<file path="config.mk">
export PLATFORM = sky130hd
export DESIGN_NAME = button_click_double_long_detector_top
export DESIGN_NICKNAME = d
export VERILOG_FILES = /design/src/hdl/bcd_pkg.sv /design/src/hdl/bcd_lane.sv /design/src/hdl/button_click_double_long_detector_top.sv
export SDC_FILE = /design/constraint.sdc
export NUM_CORES = 1
export LEC_CHECK = 0
export BUFFER_PORTS_ARGS = -buffer_cell sky130_fd_sc_hd__buf_2
export CORE_MARGIN = 8
export CORE_UTILIZATION = 55
export DETAILED_ROUTE_END_ITERATION = 16
export PLACE_DENSITY = 0.83
export SKIP_LAST_GASP = 1
export SYNTH_ARGS = -nofsm -noshare
export SYNTH_HDL_FRONTEND = slang
export SYNTH_SLANG_ARGS = --single-unit
</file>
<file path="constraint.sdc">
create_clock -name clk -period 7.95 [get_ports clk]
set_input_delay 1.9875 -clock clk [delete_from_list [all_inputs] [get_ports clk]]
set_output_delay 1.9875 -clock clk [all_outputs]
set_load 0.01 [all_outputs]
</file>
<file path="src/hdl/bcd_pkg.sv">
`default_nettype none

package bcd_pkg;

    localparam int unsigned CFG_ADDR_W = 4;
    localparam int unsigned CFG_DATA_W = 32;

    typedef enum logic [1:0] {
        REG_DEBOUNCE  = 2'd0,
        REG_WINDOW    = 2'd1,
        REG_THRESHOLD = 2'd2,
        REG_UNUSED    = 2'd3
    } reg_index_t;

    localparam logic [7:0]  DEBOUNCE_RESET  = 8'd10;
    localparam logic [15:0] WINDOW_RESET    = 16'd200;
    localparam logic [15:0] THRESHOLD_RESET = 16'd600;

    localparam logic [15:0] HOLD_MAX = 16'hFFFF;

    typedef enum logic [1:0] {
        ACT_NONE   = 2'd0,
        ACT_SINGLE = 2'd1,
        ACT_DOUBLE = 2'd2,
        ACT_LONG   = 2'd3
    } action_t;

    typedef enum logic [1:0] {
        PH_IDLE   = 2'd0,
        PH_PRESS  = 2'd1,
        PH_WAIT   = 2'd2,
        PH_SECOND = 2'd3
    } phase_t;

    typedef struct packed {
        logic [7:0]  debounce;
        logic [15:0] window;
        logic [15:0] threshold;
    } cfg_t;

    typedef struct packed {
        logic step;
        logic clear;
    } lane_ctrl_t;

endpackage

`default_nettype wire

</file>
<file path="src/hdl/bcd_lane.sv">
`default_nettype none

module bcd_lane
    import bcd_pkg::*;
(
    input  wire logic       clk,
    input  wire logic       rst_n,
    input  wire lane_ctrl_t ctrl,
    input  wire logic       raw,
    input  wire cfg_t       cfg,
    output action_t         action_next
);

    logic        level_reg, level_next;
    logic [7:0]  count_reg, count_next;
    phase_t      phase_reg, phase_next;
    logic        long_reg, long_next;
    logic [15:0] hold_reg, hold_next;
    logic [15:0] window_reg, window_next;
    action_t     latch_reg;

    logic        deb_level;
    logic [7:0]  deb_count;
    logic [7:0]  count_inc;
    logic        press_edge;
    logic        release_edge;
    phase_t      phase_mid;
    logic        long_mid;
    logic [15:0] hold_mid;
    logic [15:0] window_mid;
    logic [15:0] hold_tick;
    logic [15:0] window_tick;
    logic        post_long;
    logic        post_single;
    logic        post_double;

    // debounce
    always_comb
    begin
        count_inc = count_reg + 8'd1;
        deb_level = level_reg;
        deb_count = 8'd0;
        if (raw != level_reg)
        begin
            if (count_inc >= cfg.debounce)
            begin
                deb_level = raw;
            end
            else
            begin
                deb_count = count_inc;
            end
        end
        press_edge   = (deb_level != level_reg) && deb_level;
        release_edge = (deb_level != level_reg) && !deb_level;
    end

    // phase change on debounced edges
    always_comb
    begin
        phase_mid = phase_reg;
        case (phase_reg)
            PH_IDLE:
            begin
                if (press_edge)
                begin
                    phase_mid = PH_PRESS;
                end
            end
            PH_PRESS:
            begin
                if (release_edge)
                begin
                    phase_mid = long_reg ? PH_IDLE : PH_WAIT;
                end
            end
            PH_WAIT:
            begin
                if (press_edge)
                begin
                    phase_mid = PH_SECOND;
                end
            end
            PH_SECOND:
            begin
                if (release_edge)
                begin
                    phase_mid = PH_IDLE;
                end
            end
            default:
            begin
                phase_mid = PH_IDLE;
            end
        endcase
    end

    // next state: window expiry ends the wait
    always_comb
    begin
        phase_next = phase_reg;
        if (ctrl.step)
        begin
            phase_next = post_single ? PH_IDLE : phase_mid;
        end
    end

    // counters and reports
    always_comb
    begin
        post_double = (phase_reg == PH_WAIT) && press_edge;

        long_mid   = (phase_reg == PH_IDLE && press_edge) ? 1'b0 : long_reg;
        hold_mid   = (phase_reg == PH_IDLE && press_edge) ? 16'd0 : hold_reg;
        window_mid = (phase_reg == PH_PRESS && release_edge && !long_reg)
                     ? cfg.window : window_reg;

        hold_tick   = (hold_mid == HOLD_MAX) ? hold_mid : hold_mid + 16'd1;
        window_tick = (window_mid != 16'd0) ? window_mid - 16'd1 : window_mid;

        post_long   = (phase_mid == PH_PRESS) && (hold_tick >= cfg.threshold) && !long_mid;
        post_single = (phase_mid == PH_WAIT) && (window_tick == 16'd0);

        level_next  = level_reg;
        count_next  = count_reg;
        long_next   = long_reg;
        hold_next   = hold_reg;
        window_next = window_reg;
        if (ctrl.step)
        begin
            level_next  = deb_level;
            count_next  = deb_count;
            long_next   = long_mid | post_long;
            hold_next   = (phase_mid == PH_PRESS) ? hold_tick : hold_mid;
            window_next = (phase_mid == PH_WAIT) ? window_tick : window_mid;
        end

        action_next = latch_reg;
        if (ctrl.clear)
        begin
            action_next = ACT_NONE;
        end
        else if (ctrl.step && latch_reg == ACT_NONE)
        begin
            if (post_double)
            begin
                action_next = ACT_DOUBLE;
            end
            else if (post_long)
            begin
                action_next = ACT_LONG;
            end
            else if (post_single)
            begin
                action_next = ACT_SINGLE;
            end
        end
    end

    always_ff @(posedge clk or negedge rst_n)
    begin
        if (!rst_n)
        begin
            level_reg  <= 1'b0;
            count_reg  <= 8'd0;
            phase_reg  <= PH_IDLE;
            long_reg   <= 1'b0;
            hold_reg   <= 16'd0;
            window_reg <= 16'd0;
            latch_reg  <= ACT_NONE;
        end
        else
        begin
            level_reg  <= level_next;
            count_reg  <= count_next;
            phase_reg  <= phase_next;
            long_reg   <= long_next;
            hold_reg   <= hold_next;
            window_reg <= window_next;
            latch_reg  <= action_next;
        end
    end

endmodule

`default_nettype wire

</file>
<file path="src/hdl/button_click_double_long_detector_top.sv">
// Two-key click detector. Each request on the s_ stream is either a tick (s_tuser = 0),
// which debounces both raw key levels and advances each key's gesture machine, or a
// clear (s_tuser = 1), which empties both action latches. Every request yields exactly
// one result on the m_ stream carrying both latches (0 none, 1 single, 2 double,
// 3 long). The block takes one request per clock. A request is held in the input
// register; the lanes then fill the result register, from which the result is offered.
// Backpressure on m_tready stalls both stages. Debounce count, double-click window and
// long-press threshold reset to 10, 200 and 600 ticks and sit at APB byte addresses
// 0x0, 0x4 and 0x8; write them only while no request is in flight.
`default_nettype none

module button_click_double_long_detector_top
    import bcd_pkg::*;
(
    input  wire logic                  clk,
    input  wire logic                  rst_n,

    input  wire logic                  s_tvalid,
    output logic                       s_tready,
    input  wire logic [7:0]            s_tdata,   // [0] raw_key_one, [1] raw_key_two, [7:2] zero
    input  wire logic                  s_tuser,   // [0] op

    output logic                       m_tvalid,
    input  wire logic                  m_tready,
    output logic [7:0]                 m_tdata,   // [1:0] action_key_one, [3:2] action_key_two

    input  wire logic                  psel,
    input  wire logic                  penable,
    input  wire logic                  pwrite,
    input  wire logic [CFG_ADDR_W-1:0] paddr,
    input  wire logic [CFG_DATA_W-1:0] pwdata,
    output logic [CFG_DATA_W-1:0]      prdata,
    output logic                       pready
);

    cfg_t        cfg_reg;
    logic        cfg_write;
    reg_index_t  cfg_index;

    logic        in_valid_reg;
    logic        op_reg;
    logic        raw_one_reg;
    logic        raw_two_reg;
    logic        out_valid_reg;
    logic [7:0]  out_data_reg;

    logic        advance;
    logic        accept;
    lane_ctrl_t  lane_ctrl;
    action_t     action_one;
    action_t     action_two;

    // configuration port
    assign pready    = 1'b1;
    assign cfg_write = psel && penable && pwrite && pready;
    assign cfg_index = reg_index_t'(paddr[CFG_ADDR_W-1:2]);

    always_comb
    begin
        case (cfg_index)
            REG_DEBOUNCE:  prdata = {24'd0, cfg_reg.debounce};
            REG_WINDOW:    prdata = {16'd0, cfg_reg.window};
            REG_THRESHOLD: prdata = {16'd0, cfg_reg.threshold};
            default:       prdata = '0;
        endcase
    end

    always_ff @(posedge clk or negedge rst_n)
    begin
        if (!rst_n)
        begin
            cfg_reg.debounce  <= DEBOUNCE_RESET;
            cfg_reg.window    <= WINDOW_RESET;
            cfg_reg.threshold <= THRESHOLD_RESET;
        end
        else if (cfg_write)
        begin
            case (cfg_index)
                REG_DEBOUNCE:  cfg_reg.debounce  <= pwdata[7:0];
                REG_WINDOW:    cfg_reg.window    <= pwdata[15:0];
                REG_THRESHOLD: cfg_reg.threshold <= pwdata[15:0];
                default:       cfg_reg           <= cfg_reg;
            endcase
        end
    end

    // two-stage pipe: input register, then lanes into the result register
    assign advance   = in_valid_reg && (!out_valid_reg || m_tready);
    assign s_tready  = !in_valid_reg || advance;
    assign accept    = s_tvalid && s_tready;
    assign lane_ctrl = '{step: advance && !op_reg, clear: advance && op_reg};

    always_ff @(posedge clk or negedge rst_n)
    begin
        if (!rst_n)
        begin
            in_valid_reg  <= 1'b0;
            out_valid_reg <= 1'b0;
        end
        else
        begin
            if (s_tready)
            begin
                in_valid_reg <= s_tvalid;
            end
            if (advance)
            begin
                out_valid_reg <= 1'b1;
            end
            else if (m_tready)
            begin
                out_valid_reg <= 1'b0;
            end
        end
    end

    always_ff @(posedge clk)
    begin
        if (accept)
        begin
            op_reg      <= s_tuser;
            raw_one_reg <= s_tdata[0];
            raw_two_reg <= s_tdata[1];
        end
        if (advance)
        begin
            out_data_reg <= {4'd0, action_two, action_one};
        end
    end

    bcd_lane u_lane_one (
        .clk         (clk),
        .rst_n       (rst_n),
        .ctrl        (lane_ctrl),
        .raw         (raw_one_reg),
        .cfg         (cfg_reg),
        .action_next (action_one)
    );

    bcd_lane u_lane_two (
        .clk         (clk),
        .rst_n       (rst_n),
        .ctrl        (lane_ctrl),
        .raw         (raw_two_reg),
        .cfg         (cfg_reg),
        .action_next (action_two)
    );

    assign m_tvalid = out_valid_reg;
    assign m_tdata  = out_data_reg;

endmodule

`default_nettype wire

</file>
==> impl_table.tex <==
\begin{tabular}{lr}
\hline
Metric & Value \\
\hline
\multicolumn{2}{l}{\textbf{Drt}} \\
\quad Length of the first detailed-routing pass in iterations & 6 \\
\quad Number of nets still failing antenna checks after routing & 0 \\
\quad Mean routed wirelength per cell & 18.5 um \\
\quad Post-DR vias/cell & 6.28 \\
\quad Detailed Route WL & about 29 mm \\
\quad Violation count after the first detailed-route iteration & 1020 \\
\quad \# DRC & 0 \\
\quad Routed vias & 9768 \\
\multicolumn{2}{l}{\textbf{Critical path}} \\
\quad Critical setup path kind & reg2reg \\
\quad Cell type of the slowest stage on the worst timing path & dfrtp\_1 \\
\quad Largest delay share family, worst path & simple AND/OR/NAND/NOR gates \\
\quad Crit path buf inv count & 1 \\
\quad Data required time of the critical path & 8.13 ns \\
\quad Worst path arrival time & 6.47 ns \\
\quad Slowest stage delay, CP & around 0.43 ns \\
\quad Largest driver fanout on the critical path & 25 \\
\quad Critical path launch point type & flip-flop \\
\quad Kind of end point of the critical path & flip-flop \\
\multicolumn{2}{l}{\textbf{Clock tree}} \\
\quad Number of H-tree levels & 4 \\
\quad Clock slew at reported path FFs & 0.06 ns \\
\quad Clock tree from TritonCTS & yes \\
\quad Latest clock arrival within the worst-skew pair & 0.43 ns \\
\quad CTS hold repair buffers & 0 \\
\quad Clock root buffer master & clkbuf\_16 \\
\quad Maximum number of buffers from clock root to sink & 2 \\
\quad Num Clock Sinks & roughly 140 \\
\quad Post-CTS Repair Setup Buffers & 0 \\
\quad Resize count post-CTS & 0 \\
\quad Number of CTS-inserted buffers & 17 \\
\multicolumn{2}{l}{\textbf{Outcome}} \\
\quad Outcome & finished clean \\
\multicolumn{2}{l}{\textbf{Power}} \\
\quad Net switching share of the total power & 38.9\% \\
\quad Power density of the placed cells & 263 nW/um\^{}2 \\
\quad Clock group share of total power & approximately 28\% \\
\quad Largest voltage drop on the vdd net & roughly 0.19 mV \\
\quad Overall Power & 3.04 mW \\
\quad Reported leakage power & 5.03 nW \\
\quad Sequential power share & 36.5\% \\
\quad Cell-internal power & 1.86 mW \\
\quad Switching component of the power & 1.18 mW \\
\quad Combinational share of power & 35.7\% \\
\multicolumn{2}{l}{\textbf{STA}} \\
\quad Number of failing hold endpoints at the final stage & 0 \\
\quad Final worst slack & 1.66 ns \\
\quad Total negative slack for setup checks & 0 ns \\
\quad Maximum clock frequency & 159 MHz \\
\quad Final slew viol count & 0 \\
\quad Final setup fails & 0 \\
\quad Shortest clock period the worst path allows after layout & 6.29 ns \\
\quad Share of the clock period used by the worst path & 79.1\% \\
\quad Worst max-slew margin expressed relative to the limit & 21.2\% \\
\quad Unrepaired setup endpoints after global routing & no \\
\quad Clock skew & 0.0109 ns \\
\quad Transition time at the pin with the least slew margin & 1.17 ns \\
\multicolumn{2}{l}{\textbf{Layout}} \\
\quad Synth-to-Final Area Change & 8.45\% \\
\quad Total Nets Final & 1383 \\
\quad Layout cell share with drive strength beyond 1 & 13.4\% \\
\quad Core Util, Final & between 50\% and 60\% \\
\quad Number of flip-flops under the largest register name & 40 \\
\quad Antenna diodes & 0 \\
\quad Filler cell count in the final layout & 1649 \\
\quad Final cell area excluding filler cells & 11600 um\^{}2 \\
\multicolumn{2}{l}{\textbf{Global routing}} \\
\quad Number of global-route vias before repair & 9424 \\
\quad Global Route Usage Sum & 24.0\% \\
\quad Remaining global-route overflow & 0 \\
\quad Antenna violations before repair & 0 \\
\quad Largest net degree at the start of global routing & 78 \\
\quad Wire length of the first global-routing pass & between 40 and 50 mm \\
\multicolumn{2}{l}{\textbf{Floorplan}} \\
\quad Die Width & about 160 um \\
\quad Initial standard-cell utilization of the core & between 50\% and 60\% \\
\quad Row count & 51 \\
\quad Number of top-level pins & between 90 and 100 \\
\quad Placeable core region & 19300 um\^{}2 \\
\quad Overall die height & 155 um \\
\quad Floorplan die area & roughly 24000 um\^{}2 \\
\multicolumn{2}{l}{\textbf{Synthesis}} \\
\quad Number of register bits inferred by synthesis & 141 \\
\quad Top cells by area, synth & dfrtp\_1 (29\%), ha\_1 (6.3\%), nand2\_1 (6.3\%), o21ai\_0 (5.2\%), mux2\_2 (4.4\%) \\
\quad Warning count from the yosys run & 0 \\
\quad Most frequent cells after synthesis & nand2\_1 (179), dfrtp\_1 (125), o21ai\_0 (111), nor2\_1 (95), a21oi\_1 (65) \\
\quad Leading area contributor after synthesis & dfrtp\_1 \\
\quad Synth Area per Inst & approximately 8.4 um\^{}2 \\
\quad EDFF count, synth & 7 \\
\quad Ys async rst share & 95.0\% \\
\quad Gate count of the mapped netlist & 1270 \\
\quad Share of the synthesized area in the top cell type & 29.3\% \\
\quad Total standard cell area after synthesis & 10700 um\^{}2 \\
\quad Dominant register cell in the synthesized netlist & dfrtp\_1 \\
\quad Number of distinct standard cells referenced by the synthesized netlist & slightly above 80 \\
\quad Sequential share of the synthesized area & 33.5\% \\
\quad Most common cell in the synthesized netlist & nand2\_1 \\
\multicolumn{2}{l}{\textbf{Placed design}} \\
\quad Setup WS pre-CTS & 1.83 ns \\
\quad RD Place Congestion & 0.943 \\
\quad Post-detail-place hpwl & roughly 21 mm \\
\quad Dpl cell area & between 10000 and 15000 um\^{}2 \\
\quad PortBufs & 49 \\
\multicolumn{2}{l}{\textbf{Worst hold path}} \\
\quad Hold crit path type & reg2reg \\
\multicolumn{2}{l}{\textbf{Run}} \\
\quad Count of max-cap constraint violations & 0 \\
\hline
\end{tabular}
per-layer routing:
metal | part of all wire, % | routed length [um] | GRT usage (%)
met3 | 7.5 | 2160 | 4.24
met1 | 41 | 11700 | 29.5
met4 | 4.6 | 1340 | 14.0
met2 | 47 | 13600 | 39.2
met5 | 0 | 0 | 0
layout by cell type (no fill, tap or decap), types with 15 or more instances in the layout:
| cell | count |
|---|---|
| a211oi_1 | 15 |
| a21oi_1 | 65 |
| a31oi_1 | 20 |
| and3_1 | 18 |
| buf_2 | 48 |
| clkbuf_16 | 18 |
| conb_1 | 21 |
| dfrtp_1 | 125 |
| ha_1 | 54 |
| inv_1 | 38 |
| mux2_2 | 42 |
| mux2i_1 | 24 |
| nand2_1 | 179 |
| nand2b_1 | 17 |
| nand3_1 | 44 |
| nand4_1 | 30 |
| nor2_1 | 94 |
| nor3_1 | 22 |
| o21ai_0 | 111 |
| o31ai_1 | 22 |
| xnor2_1 | 26 |
| xor2_1 | 30 |
worst reg2reg max path, delay by kind of cell, from the launching register on:
family,cells,cell delay [ns]
xor gates and xnor gates,2,0.29
adders and majority gates,4,1.12
buffers and inverters,1,0.28
AOI/OAI and AO/OA,9,1.68
DFF,1,0.43
and+or+nand+nor,14,2.23
stage by stage:
| stage | cells | hold slack (ns) |
|---|---|---|
| floorplan | 1289 | 0.457 |
| global placement | 1523 | 0.462 |
| detailed placement | 1523 | 0.492 |
| CTS | 1555 | 0.509 |
| global route | 1555 | 0.536 |
| finish | 1555 | 0.498 |
cell families after synthesis:
family                     count (synthesis)  synth area share [%]
muxes                                     71                  7.45
adders and majority gates                 54                  6.34
and+or+nand+nor                          496                  23.0
xor gates and xnor gates                  56                  4.60
buffers and inverters                    131                  5.98
other                                      2                0.0705
AOI/OAI and AO/OA                        319                  19.0
DFF                                      141                  33.5
area by class of cell:
| class | instances | area (um^2) | area share, % |
|---|---|---|---|
| well taps | 265 | 332 | 2.87 |
| inverters | 38 | 143 | 1.23 |
| clock buffers | 23 | 489 | 4.23 |
| clock inverters | 9 | 134 | 1.16 |
| multi-input cells | 1017 | 6540 | 56.6 |
| repair buffers | 62 | 349 | 3.02 |
| flip-flops and latches | 141 | 3570 | 30.9 |
power groups by stage:
stage	clock (mW)	combinational, mW	sequential [mW]
after floorplan	0	0.898	0.987
after global placement	0	1.02	1.10
after detailed placement	0	1.06	1.11
after CTS	0.851	1.07	1.10
after global routing	0.882	1.20	1.13
final	0.845	1.09	1.11
final timing paths:
kind / slack [ns] / endpoint / depth (start not counted) / start
hold reg to reg: 0.50 / u_lane_two.count_reg[7] / 2 / u_lane_two.count_reg[7]
max in group asynchronous: 5.09 / u_lane_two.window_reg[2] / 2 / rst_n
setup / recovery: 1.66 / m_tdata[2] / 30 / u_lane_two.count_reg[0]
hold / removal: 0.50 / u_lane_two.count_reg[7] / 2 / u_lane_two.count_reg[7]
setup reg to reg: 1.66 / m_tdata[2] / 30 / u_lane_two.count_reg[0]
min in group asynchronous: 1.59 / u_lane_two.count_reg[3] / 1 / rst_n
(Power assumes the default switching activity.)
